===== config.mk =====
export PLATFORM = sky130hd
export DESIGN_NAME = message_ring_allocator
export DESIGN_NICKNAME = d
export VERILOG_FILES = /design/src/hdl/mra_pkg.sv /design/src/hdl/message_ring_allocator.sv /design/src/hdl/mra_desc_fifo.sv /design/src/hdl/mra_ring_ctrl.sv
export SDC_FILE = /design/constraint.sdc
export NUM_CORES = 1
export LEC_CHECK = 0
export BUFFER_PORTS_ARGS = -buffer_cell sky130_fd_sc_hd__buf_2
export CAP_MARGIN = 10
export CORE_MARGIN = 2
export CORE_UTILIZATION = 63
export DETAILED_ROUTE_END_ITERATION = 10
export PLACE_DENSITY = 0.83
export SLEW_MARGIN = 20
export SYNTH_ARGS = -nofsm -noshare
export SYNTH_HDL_FRONTEND = slang
export SYNTH_HIERARCHICAL = 1
export SYNTH_SLANG_ARGS = --single-unit

===== constraint.sdc =====
create_clock -name clk -period 8.59 [get_ports clk]
set_input_delay 0.4295 -clock clk [delete_from_list [all_inputs] [get_ports clk]]
set_output_delay 0.4295 -clock clk [all_outputs]
set_load 0.02 [all_outputs]

===== src/hdl/mra_pkg.sv =====
// ----------------------------------------------------------------------------
// mra_pkg
// Shared types and constants of the message ring allocator.
// ----------------------------------------------------------------------------
package mra_pkg;

  localparam int RING_MAX   = 4096;
  localparam int DESC_DEPTH = 16;

  // ring offsets and lengths run 0..RING_MAX inclusive
  localparam int IDX_W   = $clog2(RING_MAX) + 1;
  localparam int LEN_W   = 13;
  localparam int START_W = 12;
  localparam int CFG_W   = 13;
  localparam int PTR_W   = $clog2(DESC_DEPTH);
  localparam int CNT_W   = $clog2(DESC_DEPTH + 1);

  typedef enum logic [2:0] {
    ST_OK      = 3'd0,
    ST_FULL    = 3'd1,
    ST_LENERR  = 3'd2,
    ST_EMPTY   = 3'd3,
    ST_DROPPED = 3'd4
  } status_t;

  typedef enum logic {
    REQ_WRITE = 1'b0,
    REQ_READ  = 1'b1
  } req_t;

  // one queued message: start offset and length
  typedef struct packed {
    logic [IDX_W-1:0] start;
    logic [LEN_W-1:0] len;
  } desc_t;

  // controller -> descriptor queue
  typedef struct packed {
    logic  push;
    logic  pop;
    desc_t wr_desc;
  } fifo_cmd_t;

  // descriptor queue -> controller
  typedef struct packed {
    logic  empty;
    logic  full;
    desc_t rd_desc;
  } fifo_stat_t;

  // one result transfer
  typedef struct packed {
    status_t            status;
    logic [START_W-1:0] start;
    logic [LEN_W-1:0]   len;
  } res_t;

endpackage


===== src/hdl/message_ring_allocator.sv =====
// ----------------------------------------------------------------------------
// message_ring_allocator
// Contiguous space allocator for variable-length messages in a byte ring.
// ----------------------------------------------------------------------------
// Usage:
//   Request channel: drive in_req_type / in_msg_len and pulse start. A request
//   transfers at a rising edge with start high and busy low. in_req_type 0
//   reserves in_msg_len bytes, 1 pops the oldest stored message descriptor.
//   Result channel: out_valid is high for exactly one cycle per request with
//   out_status, out_start_index and out_len. There is no back-pressure; the
//   receiver must take every result in the cycle it is shown.
//   Config channel: cfg_data (ring size in bytes) transfers on cfg_valid &&
//   cfg_ready; sizes above the memory size are clipped. Write only while no
//   request is in flight.
// Timing:
//   A request passes the request register, then one pass of compare and
//   subtract logic on the index registers into the result register.
//   With busy low, throughput is one request per cycle; the state update of
//   one request is complete at the edge where the next request is evaluated.
// Reset:
//   rst_n is synchronous, active low. It clears indices, pages and the
//   descriptor count and sets the size to 2048. busy is high during reset and
//   until a clock edge samples rst_n high; descriptor storage is not cleared.
// ----------------------------------------------------------------------------
module message_ring_allocator (
  input  logic                          clk,
  input  logic                          rst_n,
  // request
  input  logic                          start,
  output logic                          busy,
  input  logic                          in_req_type,
  input  logic [mra_pkg::LEN_W-1:0]     in_msg_len,
  // result
  output logic                          out_valid,
  output logic [2:0]                    out_status,
  output logic [mra_pkg::START_W-1:0]   out_start_index,
  output logic [mra_pkg::LEN_W-1:0]     out_len,
  // configuration
  input  logic                          cfg_valid,
  output logic                          cfg_ready,
  input  logic [mra_pkg::CFG_W-1:0]     cfg_data
);
  import mra_pkg::*;

  localparam logic [CFG_W-1:0] SIZE_RESET = CFG_W'(2048);

  logic               busy_r;
  logic [IDX_W-1:0]   size_r, size_nxt;

  // request register
  logic               req_vld_r;
  req_t               req_type_r;
  logic [LEN_W-1:0]   req_len_r;

  // result register
  logic               res_vld_r;
  res_t               res_r;

  res_t               res;
  fifo_cmd_t          fifo_cmd;
  fifo_stat_t         fifo_stat;
  logic               accept;

  assign busy      = busy_r;
  assign cfg_ready = ~busy_r;
  assign accept    = start & ~busy_r;

  // clip the size once on the write, not in the request path
  assign size_nxt = (cfg_data > CFG_W'(RING_MAX)) ? IDX_W'(RING_MAX) : IDX_W'(cfg_data);

  always_ff @(posedge clk) begin
    if (!rst_n) begin
      busy_r    <= 1'b1;
      size_r    <= IDX_W'(SIZE_RESET);
      req_vld_r <= 1'b0;
      res_vld_r <= 1'b0;
    end else begin
      busy_r    <= 1'b0;
      req_vld_r <= accept;
      res_vld_r <= req_vld_r;
      if (cfg_valid && cfg_ready) begin
        size_r <= size_nxt;
      end
    end
  end

  // payload registers, no reset
  always_ff @(posedge clk) begin
    if (accept) begin
      req_type_r <= req_t'(in_req_type);
      req_len_r  <= in_msg_len;
    end
    if (req_vld_r) begin
      res_r <= res;
    end
  end

  mra_ring_ctrl u_ctrl (
    .clk       (clk),
    .rst_n     (rst_n),
    .req_vld   (req_vld_r),
    .req_type  (req_type_r),
    .req_len   (req_len_r),
    .ring_size (size_r),
    .fifo_stat (fifo_stat),
    .fifo_cmd  (fifo_cmd),
    .res       (res)
  );

  mra_desc_fifo u_fifo (
    .clk   (clk),
    .rst_n (rst_n),
    .cmd   (fifo_cmd),
    .stat  (fifo_stat)
  );

  assign out_valid       = res_vld_r;
  assign out_status      = res_r.status;
  assign out_start_index = res_r.start;
  assign out_len         = res_r.len;

endmodule


===== src/hdl/mra_desc_fifo.sv =====
// ----------------------------------------------------------------------------
// mra_desc_fifo
// Descriptor queue: register file with head/tail pointers and a fill count.
// ----------------------------------------------------------------------------
module mra_desc_fifo (
  input  logic               clk,
  input  logic               rst_n,
  input  mra_pkg::fifo_cmd_t cmd,
  output mra_pkg::fifo_stat_t stat
);
  import mra_pkg::*;

  desc_t             desc_mem_r [DESC_DEPTH];
  logic [PTR_W-1:0]  head_r, head_nxt;
  logic [PTR_W-1:0]  tail_r, tail_nxt;
  logic [CNT_W-1:0]  count_r, count_nxt;

  function automatic logic [PTR_W-1:0] ptr_inc(input logic [PTR_W-1:0] p);
    if (p == PTR_W'(DESC_DEPTH - 1)) begin
      return '0;
    end
    return p + 1'b1;
  endfunction

  // entries are only read while count is nonzero
  assign stat.empty   = (count_r == '0);
  assign stat.full    = (count_r == CNT_W'(DESC_DEPTH));
  assign stat.rd_desc = desc_mem_r[head_r];

  always_comb begin
    head_nxt  = head_r;
    tail_nxt  = tail_r;
    count_nxt = count_r;
    if (cmd.push && !stat.full) begin
      tail_nxt  = ptr_inc(tail_r);
      count_nxt = count_r + 1'b1;
    end else if (cmd.pop && !stat.empty) begin
      head_nxt  = ptr_inc(head_r);
      count_nxt = count_r - 1'b1;
    end
  end

  always_ff @(posedge clk) begin
    if (!rst_n) begin
      head_r  <= '0;
      tail_r  <= '0;
      count_r <= '0;
    end else begin
      head_r  <= head_nxt;
      tail_r  <= tail_nxt;
      count_r <= count_nxt;
    end
  end

  always_ff @(posedge clk) begin
    if (cmd.push && !stat.full) begin
      desc_mem_r[tail_r] <= cmd.wr_desc;
    end
  end

endmodule


===== src/hdl/mra_ring_ctrl.sv =====
// ----------------------------------------------------------------------------
// mra_ring_ctrl
// Ring index/page state and the per-request allocate / release decision.
// ----------------------------------------------------------------------------
module mra_ring_ctrl (
  input  logic                        clk,
  input  logic                        rst_n,
  input  logic                        req_vld,
  input  mra_pkg::req_t               req_type,
  input  logic [mra_pkg::LEN_W-1:0]   req_len,
  input  logic [mra_pkg::IDX_W-1:0]   ring_size,
  input  mra_pkg::fifo_stat_t         fifo_stat,
  output mra_pkg::fifo_cmd_t          fifo_cmd,
  output mra_pkg::res_t               res
);
  import mra_pkg::*;

  logic [IDX_W-1:0] wr_idx_r, wr_idx_nxt;
  logic [IDX_W-1:0] rd_idx_r, rd_idx_nxt;
  logic             wr_pg_r, wr_pg_nxt;
  logic             rd_pg_r, rd_pg_nxt;

  always_comb begin
    logic             idx_eq;
    logic             pg_eq;
    logic             grant;
    logic             wrap;
    logic [IDX_W-1:0] room;
    logic [IDX_W-1:0] start;
    logic [IDX_W:0]   rd_end;
    desc_t            d;

    idx_eq = (wr_idx_r == rd_idx_r);
    pg_eq  = (wr_pg_r == rd_pg_r);
    grant  = 1'b0;
    wrap   = 1'b0;
    room   = '0;
    start  = '0;
    d      = fifo_stat.rd_desc;
    rd_end = {1'b0, d.start} + {1'b0, d.len};

    wr_idx_nxt = wr_idx_r;
    rd_idx_nxt = rd_idx_r;
    wr_pg_nxt  = wr_pg_r;
    rd_pg_nxt  = rd_pg_r;
    fifo_cmd   = '0;
    res        = '{status: ST_OK, start: '0, len: '0};

    if (req_vld && req_type == REQ_WRITE) begin
      res.status = ST_FULL;
      if (idx_eq && pg_eq && wr_idx_r == '0) begin
        // empty ring
        if (req_len > ring_size) begin
          res.status = ST_LENERR;
        end else begin
          grant = 1'b1;
        end
      end else if (!pg_eq) begin
        // writer one lap ahead: free space lies up to the read index
        room = (rd_idx_r >= wr_idx_r) ? rd_idx_r - wr_idx_r : '0;
        if (!idx_eq && room >= req_len) begin
          grant = 1'b1;
          start = wr_idx_r;
        end
      end else begin
        room = (ring_size >= wr_idx_r) ? ring_size - wr_idx_r : '0;
        if (room >= req_len) begin
          grant = 1'b1;
          start = wr_idx_r;
        end else if (rd_idx_r >= req_len) begin
          grant = 1'b1;
          wrap  = 1'b1;
        end
      end

      if (grant) begin
        wr_idx_nxt       = start + req_len;
        wr_pg_nxt        = wr_pg_r ^ wrap;
        fifo_cmd.push    = 1'b1;
        fifo_cmd.wr_desc = '{start: start, len: req_len};
        res.status       = fifo_stat.full ? ST_DROPPED : ST_OK;
        res.start        = start[START_W-1:0];
        res.len          = req_len;
      end
    end else if (req_vld) begin
      if (fifo_stat.empty) begin
        res.status = ST_EMPTY;
      end else begin
        fifo_cmd.pop = 1'b1;
        res.start    = d.start[START_W-1:0];
        res.len      = d.len;
        if (rd_end > {1'b0, ring_size}) begin
          res.status = ST_LENERR;
        end else begin
          res.status = ST_OK;
          rd_idx_nxt = rd_end[IDX_W-1:0];
          // message behind the read index means the reader wrapped
          rd_pg_nxt  = rd_pg_r ^ (d.start < rd_idx_r);
        end
      end
    end
  end

  always_ff @(posedge clk) begin
    if (!rst_n) begin
      wr_idx_r <= '0;
      rd_idx_r <= '0;
      wr_pg_r  <= 1'b0;
      rd_pg_r  <= 1'b0;
    end else begin
      wr_idx_r <= wr_idx_nxt;
      rd_idx_r <= rd_idx_nxt;
      wr_pg_r  <= wr_pg_nxt;
      rd_pg_r  <= rd_pg_nxt;
    end
  end

endmodule


; ---- After elaboration in Yosys (flattened, before gate mapping)
; Memories as Yosys holds them, arrays and structs flattened. A register that Yosys moved wholly into a read port is not among the register bits.
; Cells that the tools add are included.
[word_totals]
wordCells = 114
mem_bits_ro = 0
latchBits = 0
ramBits = 416
out_inout_bits = 31
register_bits = 99
memories = 1
[memory_table]
columns = name, words, width, read_ports, rd_clocked_by_memory_dff, write_ports, line_no
row1 = u_fifo.desc_mem_r, 16, 26, 1, 1, 1, mra_desc_fifo.sv:13  ; desc_t desc_mem_r [DESC_DEPTH];
[op_classes]
bitwise_logic = 9
add_sub_neg = 8
magnitude_cmp = 9
div = 0
multipliers = 0
eq_ne = 5
n_mux = 50
n_shift = 0
n_reduce_logical = 16
[op_table]
columns = op, count
row1 = 13-bit two-way mux, 8
row2 = 13-bit >= comparator, 5
row3 = 28-bit two-way mux, 2
row4 = 26-bit two-way mux, 2
row5 = 13-bit subtractor, 2
row6 = 25-bit two-way mux, 1
row7 = 1-bit two-way mux, 24
row8 = 4-bit two-way mux, 6
row9 = 13-bit by 13-bit adder with 14-bit output, 1
row10 = 14-bit by 13-bit > comparator with 1-bit output, 1
row11 = 13-bit adder, 1
row12 = 13-bit == test, 1
row13 = 13-bit > comparator, 1
row14 = "13-bit > comparator, second input constant", 1
row15 = 13-bit logical NOT, 1
row16 = 13-bit less-than comparator, 1
row17 = 5-bit two-way mux, 2
row18 = "4-bit by 1-bit adder with 4-bit output, second input constant", 2
row19 = "4-bit == test, second input constant", 2
row20 = 1-bit logical AND, 7
row21 = 2-bit two-way mux, 3
row22 = 3-bit two-way mux, 2
row23 = 1-bit NOT, 6
row24 = "5-bit by 1-bit adder with 5-bit output, second input constant", 1
row25 = 10 further kinds, 14

; ---- Logic depth before layout (Yosys ltp)
; Gate-level depths: netlist of run 1.
[depth]
ltp_word = 15
ltp_mapped = 31
depth_no_buf = 29

; ---- By module
; Netlist of run 1, hierarchy kept.
[modules_own_cells]
columns = module, seq_area_each_um2, cells_per_inst, instances, area_each_um2
row1 = mra_desc_fifo, 12832.3, 754, 1, 16573.4
row2 = mra_ring_ctrl, 560.5, 735, 1, 5764.3
row3 = message_ring_allocator, 1581.5, 108, 1, 1851.8

; ---- Worst setup path after synthesis of run 1
; Ideal clock, no wire load.
[synth_path]
path_kind = register to register
from = register u_ctrl.wr_idx_r[1]
to = memory u_fifo/desc_mem_r[1][0] in the netlist's numbering (enable)
arrival_time_ns = 6.563
setup_time_ns = 0.442
setup_slack_ns = 1.585
stages_incl_launch_ff = 24
path_cell_list = dfxtp_1 > inv_1 > ha_1 > nor2b_1 > o21a_1 > a31o_2 > o41ai_4 > o2111ai_1 > a211o_1 > a21oi_1 > buf_2 > nor2_1 > ha_1 > nor2_1 > a211o_1 > o211ai_1 > or4b_4 > nor2b_4 > buf_6 > buf_6 > a21boi_2 > buf_2 > nand2_1 > nor3_1
[synth_lines]
columns = element, line_no
row1 = from (decl), mra_ring_ctrl.sv:18  ; logic [IDX_W-1:0] wr_idx_r, wr_idx_nxt;
row2 = from (signal assigned), mra_ring_ctrl.sv:111  ; wr_idx_r <= wr_idx_nxt;
row3 = to (decl), mra_desc_fifo.sv:13

; ---- Worst setup path after layout of run 1
[layout_path]
from = register u_ctrl.wr_idx_r[1]
to = register u_ctrl.wr_idx_r[12]
[layout_via]
elab_chain_cells = 9
[layout_rtl]
columns = element, line_no
row1 = 13-bit subtractor or 13-bit >= comparator (tied branches), mra_ring_ctrl.sv:60  ; room = (rd_idx_r >= wr_idx_r) ? rd_idx_r - wr_idx_r : '0;
row2 = 13-bit two-way mux, mra_ring_ctrl.sv:60
row3 = 13-bit >= comparator, mra_ring_ctrl.sv:61  ; if (!idx_eq && room >= req_len) begin
row4 = 1-bit logical AND, mra_ring_ctrl.sv:61
row5 = 13-bit two-way mux or 1-bit two-way mux (tied branches), mra_ring_ctrl.sv:61
row6 = 13-bit two-way mux or 1-bit two-way mux (tied branches), mra_ring_ctrl.sv:58  ; end else if (!pg_eq) begin
row7 = 13-bit two-way mux or 1-bit two-way mux (tied branches), mra_ring_ctrl.sv:51  ; if (idx_eq && pg_eq && wr_idx_r == '0) begin
row8 = 13-bit two-way mux or 1-bit two-way mux (tied branches), mra_ring_ctrl.sv:49  ; if (req_vld && req_type == REQ_WRITE) begin
row9 = 13-bit adder or 2-bit AND reduction (tied branches), --
; Several ways; a longest one is shown, not always the timed one. The select of a mux whose other input is x is not followed.
; A chain may end at the register's enable or synchronous reset.

==> Implementation_results.wiki, run 1 <==
{| class="wikitable"
! Metric !! Value
|-
| EDFF count, synth || 458
|-
| Uppermost layer routed || met4
|-
| Starting DRC count in detailed routing || 1829
|-
| Period minus WS final || 7510 ps
|-
| Std-Cell Rows || 71
|-
| Share of the clock period used by the worst path || between 80 and 90%
|-
| MaxCap Viol Count || 0
|-
| Synth cell types || just under 80
|-
| Number of global-route vias before repair || 15000
|-
| Largest fanout of any net on the critical path || 27
|-
| Count of final hold-check violations || 0
|-
| Worst Tran Pin Value || 1200 ps
|-
| Clock transition at the registers of the reported paths || ~60 ps
|-
| HPWL after detailed placement || 39000 µm
|-
| R2R cell count || 27
|-
| Starting density of the core || 64.1%
|-
| Relative slew slack || 19.9%
|-
| TritonCTS buffer count || 51
|-
| Area of the die || around 0.040 mm²
|-
| Main synth FF type || edfxtp_1
|-
| Overflow after GRT || 0
|-
| Maximum number of pins on one net before global-route repair || between 60 and 70
|-
| Total Neg Setup Slack || 0 ps
|-
| Worst Clk Skew || 24.5 ps
|-
| Critical register-to-register path endpoint || u_ctrl/wr_idx_r[12]$_SDFFE_PN0P_
|-
| Critical-path top delay cell || a21oi_1
|-
| Kind of end point of the critical path || flip-flop
|-
| TritonRoute pass-1 iters || 5
|-
| Gate Count Post-Synth || 1597
|-
| Port-buffer cells || 61
|-
| GP Congestion || 0.925
|-
| Hold endpoint || req_len_r[9]$_DFFE_PP_
|-
| Setup-failing EPs final || 0
|-
| Via-per-instance ratio || ~6.8
|-
| Avg Cell Area, Syn || 15.1 µm²
|-
| Data arrival at the endpoint of the critical path || 7950 ps
|-
| Largest cells by area after synthesis || edfxtp_1 57%, mux4_2 9.7%, ha_1 7.0%
|-
| Power Dens Cells || 213 mW/mm²
|-
| Wire length of the first global-routing pass || 93800 µm
|-
| Number of nets in the layout || about 1800
|-
| Clock latency of the later-clocked register in the worst-skew pair || around 600 ps
|-
| Number of fillers in the final layout || 2328
|-
| Combined area of all synthesized cells || approximately 0.024 mm²
|-
| Start point of the worst min-delay path || in_msg_len[9]
|-
| Most common cell after layout, fill and taps aside || edfxtp_1
|-
| Syn Nets || 1769
|-
| Outcome || complete, no violations
|-
| Leakage power || 0.0101 µW
|-
| Worst setup slack for register-to-register paths || 1080 ps
|-
| Register area share after synthesis || 61.9%
|-
| CTS Root Buffer Type || clkbuf_16
|-
| TritonCTS clock tree || done
|-
| Kind of launch point of the worst setup path || flip-flop
|-
| Number of pins exceeding their max-slew limit in the final report || 0
|-
| Data required time of the worst path || roughly 9000 ps
|-
| Post-CTS setup buffer count || 0
|-
| Final standard cell count with taps included and fillers excluded || 2227
|-
| Total number of vias || 15100
|-
| Max rail drop VDD || 198 µV
|-
| Core area || 0.0378 mm²
|-
| Clock sinks || 519
|-
| Critical setup path kind || reg2reg
|-
| Remaining antenna violation count after routing || 0
|-
| Worst hold path stage count || 1
|-
| Number of warning messages in the yosys log || 6
|-
| Total length of routed met2 wires || 30600 µm
|-
| Number of antenna violations at the first check in global routing || 3
|-
| Proportion of layout cells with a drive suffix above 1 || a little under a fifth
|-
| Number of H-tree levels || 2
|-
| Detailed route wirelength on metal3 || ~6600 µm
|-
| Buffer levels on the longest clock path || 3
|-
| Most prevalent standard cell on the critical path || ha_1
|-
| Kind of path behind the tightest hold check || in2reg
|-
| All-Layer GR Usage || 32.8%
|-
| Synthesis-to-layout area growth || 11.4%
|-
| Die width || 200 µm
|-
| Area share of the largest cell type after synthesis || 56.9%
|-
| DR WL/cell || 28.5 µm
|-
| Boundary pin count || 62
|-
| Number of hold buffers added after cts || 0
|-
| Maximum cell stage delay along the critical path || 780 ps
|-
| Die height || 200 µm
|-
| Fmax || 133 MHz
|-
| Worst hold slack after final layout || 19.7 ps
|-
| Startpoint of the worst register-to-register path || u_ctrl/wr_idx_r[1]$_SDFFE_PN0P_
|-
| Number of remaining DRC errors || 0
|-
| Start point of the critical path || u_ctrl/wr_idx_r[1]$_SDFFE_PN0P_
|-
| Setup repair after global routing missed its margin || false
|-
| Most frequent cells in the layout || 458 x edfxtp_1, 136 x ha_1, 104 x mux4_2, 87 x nor2_1, 80 x nand2_1
|-
| Post-CTS sizing || 0
|-
| Register bit total from synthesis || 519
|-
| Post-Place Cells || 2131
|-
| Met1 Routed Length || around 24000 µm
|-
| Biggest area consumer among synthesized cells || edfxtp_1
|-
| Share of synthesized registers carrying an async set or reset || 0%
|-
| Finished Core Util || around 70%
|-
| Aggregate routed wire length || 63500 µm
|}
## synthesized netlist by cell type, types with 29 or more instances
cell / instances
edfxtp_1: 458
ha_1: 136
mux4_2: 104
nor2_1: 101
nand2_1: 80
inv_1: 76
dfxtp_1: 61
a22oi_1: 52
a21oi_1: 50
a21o_1: 46
and2_1: 30
mux2i_1: 29
## layer usage
layer  GRT usage (%)  vias to the layer above
li1                -                     6405
met1            43.9                     7558
met2            53.6                      984
met3            6.32                      167
met4            13.2                        0
met5               0                        -
## stage by stage
| step | power (µW) | worst slack [ps] | instance area (µm²) |
|---|---|---|---|
| floorplan | 3190 | 1590 | 24200 |
| global placement | 3310 | 1460 | 25100 |
| CTS | 5750 | 1200 | 26900 |
| global route | 5910 | 645 | 27000 |
| finish | 5750 | 1080 | 27000 |
| detailed placement | 3330 | 1280 | 25100 |
## cells by family after synthesis
| group | Yosys count | share of synthesized area [%] |
|---|---|---|
| DFF | 519 | 61.9 |
| muxes | 134 | 10.9 |
| buffers and inverters | 134 | 2.60 |
| AOI/OAI and AO/OA | 270 | 7.99 |
| and+or+nand+nor | 356 | 7.58 |
| adders and majority gates | 141 | 7.45 |
| xor gates and xnor gates | 43 | 1.56 |
## state kept, by name, indices dropped and copies added, names as in the netlist, 5 cells and up, named ones only
register	flops
u_fifo/desc_mem_r	416
u_ctrl/rd_idx_r	13
req_len_r	13
out_len	13
out_start_index	12
u_ctrl/wr_idx_r	13
size_r	13
u_fifo/count_r	5
## worst max-delay path: cells and delay by family (launching register included)
| kind | cells | cell delay, ps |
|---|---|---|
| compound gates | 13 | 4090 |
| fa+ha+maj | 4 | 1330 |
| simple gates | 7 | 1050 |
| buf+inv | 2 | 380 |
| flops | 1 | 370 |
| xor+xnor | 1 | 140 |
## where the power goes
| part | total, µW | internal, µW | switching (µW) |
|---|---|---|---|
| clock network | 2460 | 1480 | 972 |
| logic | 525 | 210 | 315 |
| registers | 2770 | 2740 | 28.1 |
## worst max path at each step
| stage | to | slack (ps) |
|---|---|---|
| 2_1_floorplan | u_fifo/desc_mem_r[1][0]$_DFFE_PP_ | 1590 |
| 3_3_place_gp | u_ctrl/wr_idx_r[12]$_SDFFE_PN0P_ | 1460 |
| 3_5_place_dp | u_ctrl/wr_idx_r[12]$_SDFFE_PN0P_ | 1280 |
| 4_1_cts | u_ctrl/wr_idx_r[12]$_SDFFE_PN0P_ | 1200 |
| 5_1_grt | u_ctrl/wr_idx_r[12]$_SDFFE_PN0P_ | 650 |
| 6_report | u_ctrl/wr_idx_r[12]$_SDFFE_PN0P_ | 1080 |
## layout make-up
type | count | area (µm²) | area share (%)
Antenna cell | 1 | 2.50 | 0.00928
Multi-Input combinational cell | 944 | 8710 | 32.3
Sequential cell | 519 | 15000 | 55.6
Tap cell | 511 | 639 | 2.37
Clock inverter | 35 | 504 | 1.87
Timing Repair Buffer | 82 | 495 | 1.84
Inverter | 76 | 285 | 1.06
Clock buffer | 59 | 1340 | 4.96
(Power assumes the default switching activity.)
==> inputs of run 2 (changes only) <==
Settings changed: ABC_AREA from default to 1.
==> run 2 against run 1 <==
- hold slack gained 12 ps
- sequential share of layout area shrank 3.2 points
- clock skew shrank 8.8 ps
- clock-buffer cell count grew 2
- combinational power grew 17%
- design area grew 6.1%
- flip-flop and latch count is the same
- critical path type unchanged
- largest power group unchanged
==> Implementation_results.wiki, run 2 <==
{| class="wikitable"
! Metric !! Value
|-
| Overflow after GRT || 0
|-
| Post-CTS sizing || 0
|-
| Count of final hold-check violations || 0
|-
| Port-buffer cells || 61
|-
| CTS Root Buffer Type || clkbuf_16
|-
| Power Dens Cells || between 150 and 200 mW/mm²
|-
| TritonCTS buffer count || 51
|-
| Share of synthesized cell area in full adder, half adder and majority cells || between 6 and 7%
|-
| Synth Area in Compound Gates || about an eighth
|-
| Most frequent cells after synthesis || 458 x edfxtp_1, 402 x nand2_1, 380 x inv_1
|-
| Period minus WS final || 6150 ps
|-
| Core area || 0.0409 mm²
|-
| Routing usage on met1 || a little over two fifths
|-
| Number of H-tree levels || 2
|-
| Setup-failing EPs final || 0
|-
| Kind of path behind the tightest hold check || in2reg
|-
| Synth cell types || 51
|-
| Syn Nets || between 2000 and 3000
|-
| Count of antenna diodes in the layout || 0
|-
| Most prevalent standard cell on the critical path || nand2_1
|-
| Starting DRC count in detailed routing || 2453
|-
| Std-Cell Rows || 74
|-
| Critical-path top delay cell || dfxtp_4
|-
| Gate Count Post-Synth || about 2600
|-
| Multiplexer share of the synthesized area || 0%
|-
| Worst Tran Pin Value || 1130 ps
|-
| Max rail drop VDD || roughly 120 µV
|-
| Number of remaining DRC errors || 0
|-
| Buffer levels on the longest clock path || 3
|-
| Dominant combinational cell family by area after synthesis || simple AND/OR/NAND/NOR gates
|-
| Combined area of all synthesized cells || 0.0262 mm²
|-
| Most common cell after layout, fill and taps aside || edfxtp_1
|-
| Outcome || complete, no violations
|-
| Largest fanout of any net on the critical path || 90
|-
| Start point of the worst min-delay path || in_msg_len[11]
|-
| Worst hold path stage count || 1
|-
| Total number of vias || 19600
|-
| TritonCTS clock tree || done
|-
| Most used routing layer || met2
|-
| Share of the clock period used by the worst path || 71.6%
|-
| All-Layer GR Usage || 32.6%
|-
| TritonRoute pass-1 iters || 5
|-
| Clock transition at the registers of the reported paths || 70 ps
|-
| Maximum number of pins on one net before global-route repair || 128
|-
| Biggest area consumer among synthesized cells || edfxtp_1
|-
| EDFF count, synth || roughly 460
|-
| R2R cell count || 25
|-
| Max reg flops || 416
|-
| Xor and xnor fraction of the mapped netlist area || 1.41%
|-
| Starting density of the core || approximately 64%
|-
| Die height || 208 µm
|-
| Aggregate routed wire length || 70400 µm
|-
| Final design area excluding fillers || 0.0286 mm²
|-
| Relative slew slack || 24.3%
|-
| Data arrival at the endpoint of the critical path || about 6700 ps
|-
| Met3 track utilization from global routing || under 10%
|-
| Boundary pin count || 62
|-
| Worst Clk Skew || 15.7 ps
|-
| Area share of the largest cell type after synthesis || 52.6%
|-
| Switching part of the total power || between 20% and 30%
|-
| Register area share after synthesis || between 50% and 60%
|-
| Die width || slightly above 200 µm
|-
| Maximum cell stage delay along the critical path || 970 ps
|-
| Proportion of layout cells with a drive suffix above 1 || 10.7%
|-
| Remaining antenna violation count after routing || 0
|-
| Area share of and/or/nand/nor cells after synthesis || 13.9%
|-
| GP Congestion || 0.993
|-
| Setup repair after global routing missed its margin || false
|-
| Number of pins exceeding their max-slew limit in the final report || 0
|-
| Avg Cell Area, Syn || approximately 10 µm²
|-
| Met2 track demand over resource in global routing || around 52%
|-
| Reported net switching power || 1400 µW
|-
| Relative contribution of the clock network to total power || 40.1%
|-
| Placed cell area || about 0.027 mm²
|-
| Clock latency of the later-clocked register in the worst-skew pair || 600 ps
|-
| Via-per-instance ratio || 6.16
|-
| Synthesis-to-layout area growth || 9.34%
|-
| Clock sinks || 519
|-
| HPWL after detailed placement || 46900 µm
|-
| Most repeated cell in the gate-level netlist after synthesis || edfxtp_1
|-
| Total Neg Setup Slack || 0 ps
|-
| Cell family with the largest share of critical-path delay || simple AND/OR/NAND/NOR gates
|-
| Number of warning messages in the yosys log || 6
|-
| Register bit total from synthesis || 519
|-
| Most frequent cells in the layout || 458 x edfxtp_1, 402 x nand2_1, 380 x inv_1, 216 x nand3_1, 212 x a21oi_1
|-
| Critical register-to-register path endpoint || u_ctrl/rd_idx_r[8]$_SDFFE_PN0P_
|-
| Number of global-route vias before repair || 18800
|-
| Hold endpoint || req_len_r[11]$_DFFE_PP_
|-
| Wire length of the first global-routing pass || 108000 µm
|-
| Share of synthesized registers carrying an async set or reset || 0%
|-
| Worst setup slack for register-to-register paths || 2440 ps
|-
| Largest cells by area after synthesis || edfxtp_1 53%, ha_1 6.5%, nand2_1 5.8%
|-
| Number of fillers in the final layout || approximately 2800
|-
| Number of antenna violations at the first check in global routing || 1
|-
| Kind of end point of the critical path || flip-flop
|-
| Main synth FF type || edfxtp_1
|-
| Kind of launch point of the worst setup path || flip-flop
|-
| Leakage power || approximately 0.011 µW
|-
| Critical setup path kind || reg2reg
|-
| MaxCap Viol Count || 0
|-
| DR WL/cell || 22.2 µm
|-
| Critical path buffers and inverters || 2
|-
| Data required time of the worst path || 9120 ps
|-
| Area of the die || between 0.04 and 0.05 mm²
|-
| Combinational Power Share || 10.9%
|-
| Flop pwr share || 49.0%
|-
| Internal power of the cells || 4250 µW
|-
| Fmax || 163 MHz
|-
| Most flop-heavy register || u_fifo/desc_mem_r
|-
| Number of nets in the layout || 2774
|}
run 2: worst max path at each step:
stage	start	endpoint	slack (ps)	cells past startpoint
after floorplan	u_ctrl/wr_idx_r[11]$_SDFFE_PN0P_	u_fifo/desc_mem_r[7][0]$_DFFE_PP_	2760	26
after global placement	flip-flop	u_ctrl/rd_idx_r[4]$_SDFFE_PN0P_	2770	24
after detailed placement	u_ctrl/wr_idx_r[4]$_SDFFE_PN0P_	u_fifo/desc_mem_r[5][10]$_DFFE_PP_	2610	24
after CTS	u_ctrl/wr_idx_r[4]$_SDFFE_PN0P_	u_fifo/desc_mem_r[5][10]$_DFFE_PP_	2580	24
after global routing	u_ctrl/wr_idx_r[4]$_SDFFE_PN0P_	u_fifo/desc_mem_r[13][23]$_DFFE_PP_	2010	24
final	flip-flop	u_ctrl/rd_idx_r[8]$_SDFFE_PN0P_	2440	25
run 2: timing repair:
| action | in CTS | in global routing |
|---|---|---|
| setup buffers | 0 | 0 |
| hold endpoints to repair | 11 | 0 |
| hold buffers | 11 | 0 |
run 2: worst reg2reg max path, cell delays in order (launching register included):
cell and delay, ps:
dfxtp_4 970, buf_4 820, a21oi_1 200, o21ai_0 130, nand3_1 110, nand3_1 150, nand2_1 170, ha_1 420
nand3_1 90, nand3_1 180, a21oi_1 130, o21ai_0 340, nand3_1 160, nand2_1 100, nand2_1 50, nand2_1 60
inv_1 50, ha_1 260, nand2_1 60, nor3_1 280, nand4_1 150, nand2_1 130, nand3_1 170, nor2_2 520
nand2_1 200, a21oi_1 160
run 2: cell type report:
type | count | area [µm²] | share of cell area [%]
clock buffers | 61 | 1370 | 4.78
clock inverters | 34 | 339 | 1.19
inverters | 386 | 1450 | 5.06
multi-input cells | 1548 | 9190 | 32.1
flip-flops and latches | 519 | 15000 | 52.4
well taps | 532 | 666 | 2.33
repair buffers | 96 | 621 | 2.17
run 2: layer usage:
layer	up-vias	routed length (µm)
met4	2	3760
li1	8924	-
met5	-	21
met2	1151	32500
met1	9287	27100
met3	214	7040
run 2: metrics by stage:
stage	power (µW)	std cells	util (%)	hold slack, ps	worst slack (ps)
2_1_floorplan	3250	2557	-	445	2760
3_3_place_gp	3400	3070	65.5	461	2770
3_5_place_dp	3420	3070	65.5	468	2610
4_1_cts	5660	3176	69.9	7.31	2580
5_1_grt	5830	3176	69.9	28.5	2010
6_report	5650	3176	69.9	31.3	2440
run 2: cell families (layout without fill, tap and decap cells):
| kind of cell | Yosys count | after routing |
|---|---|---|
| AO/OA/AOI/OAI | 541 | 541 |
| XOR/XNOR | 42 | 42 |
| adder cells (fa/ha/maj) | 141 | 141 |
| buffers and inverters | 490 | 577 |
| flip-flops | 519 | 519 |
| AND/OR/NAND/NOR | 824 | 824 |
run 2: power by group through the flow:
stage / clock [µW] / sequential [µW] / combinational, µW
after detailed placement: 0 / 2820 / 594
after CTS: 2290 / 2770 / 604
final: 2270 / 2770 / 615
after global routing: 2380 / 2770 / 688
after global placement: 0 / 2820 / 583
after floorplan: 0 / 2820 / 437
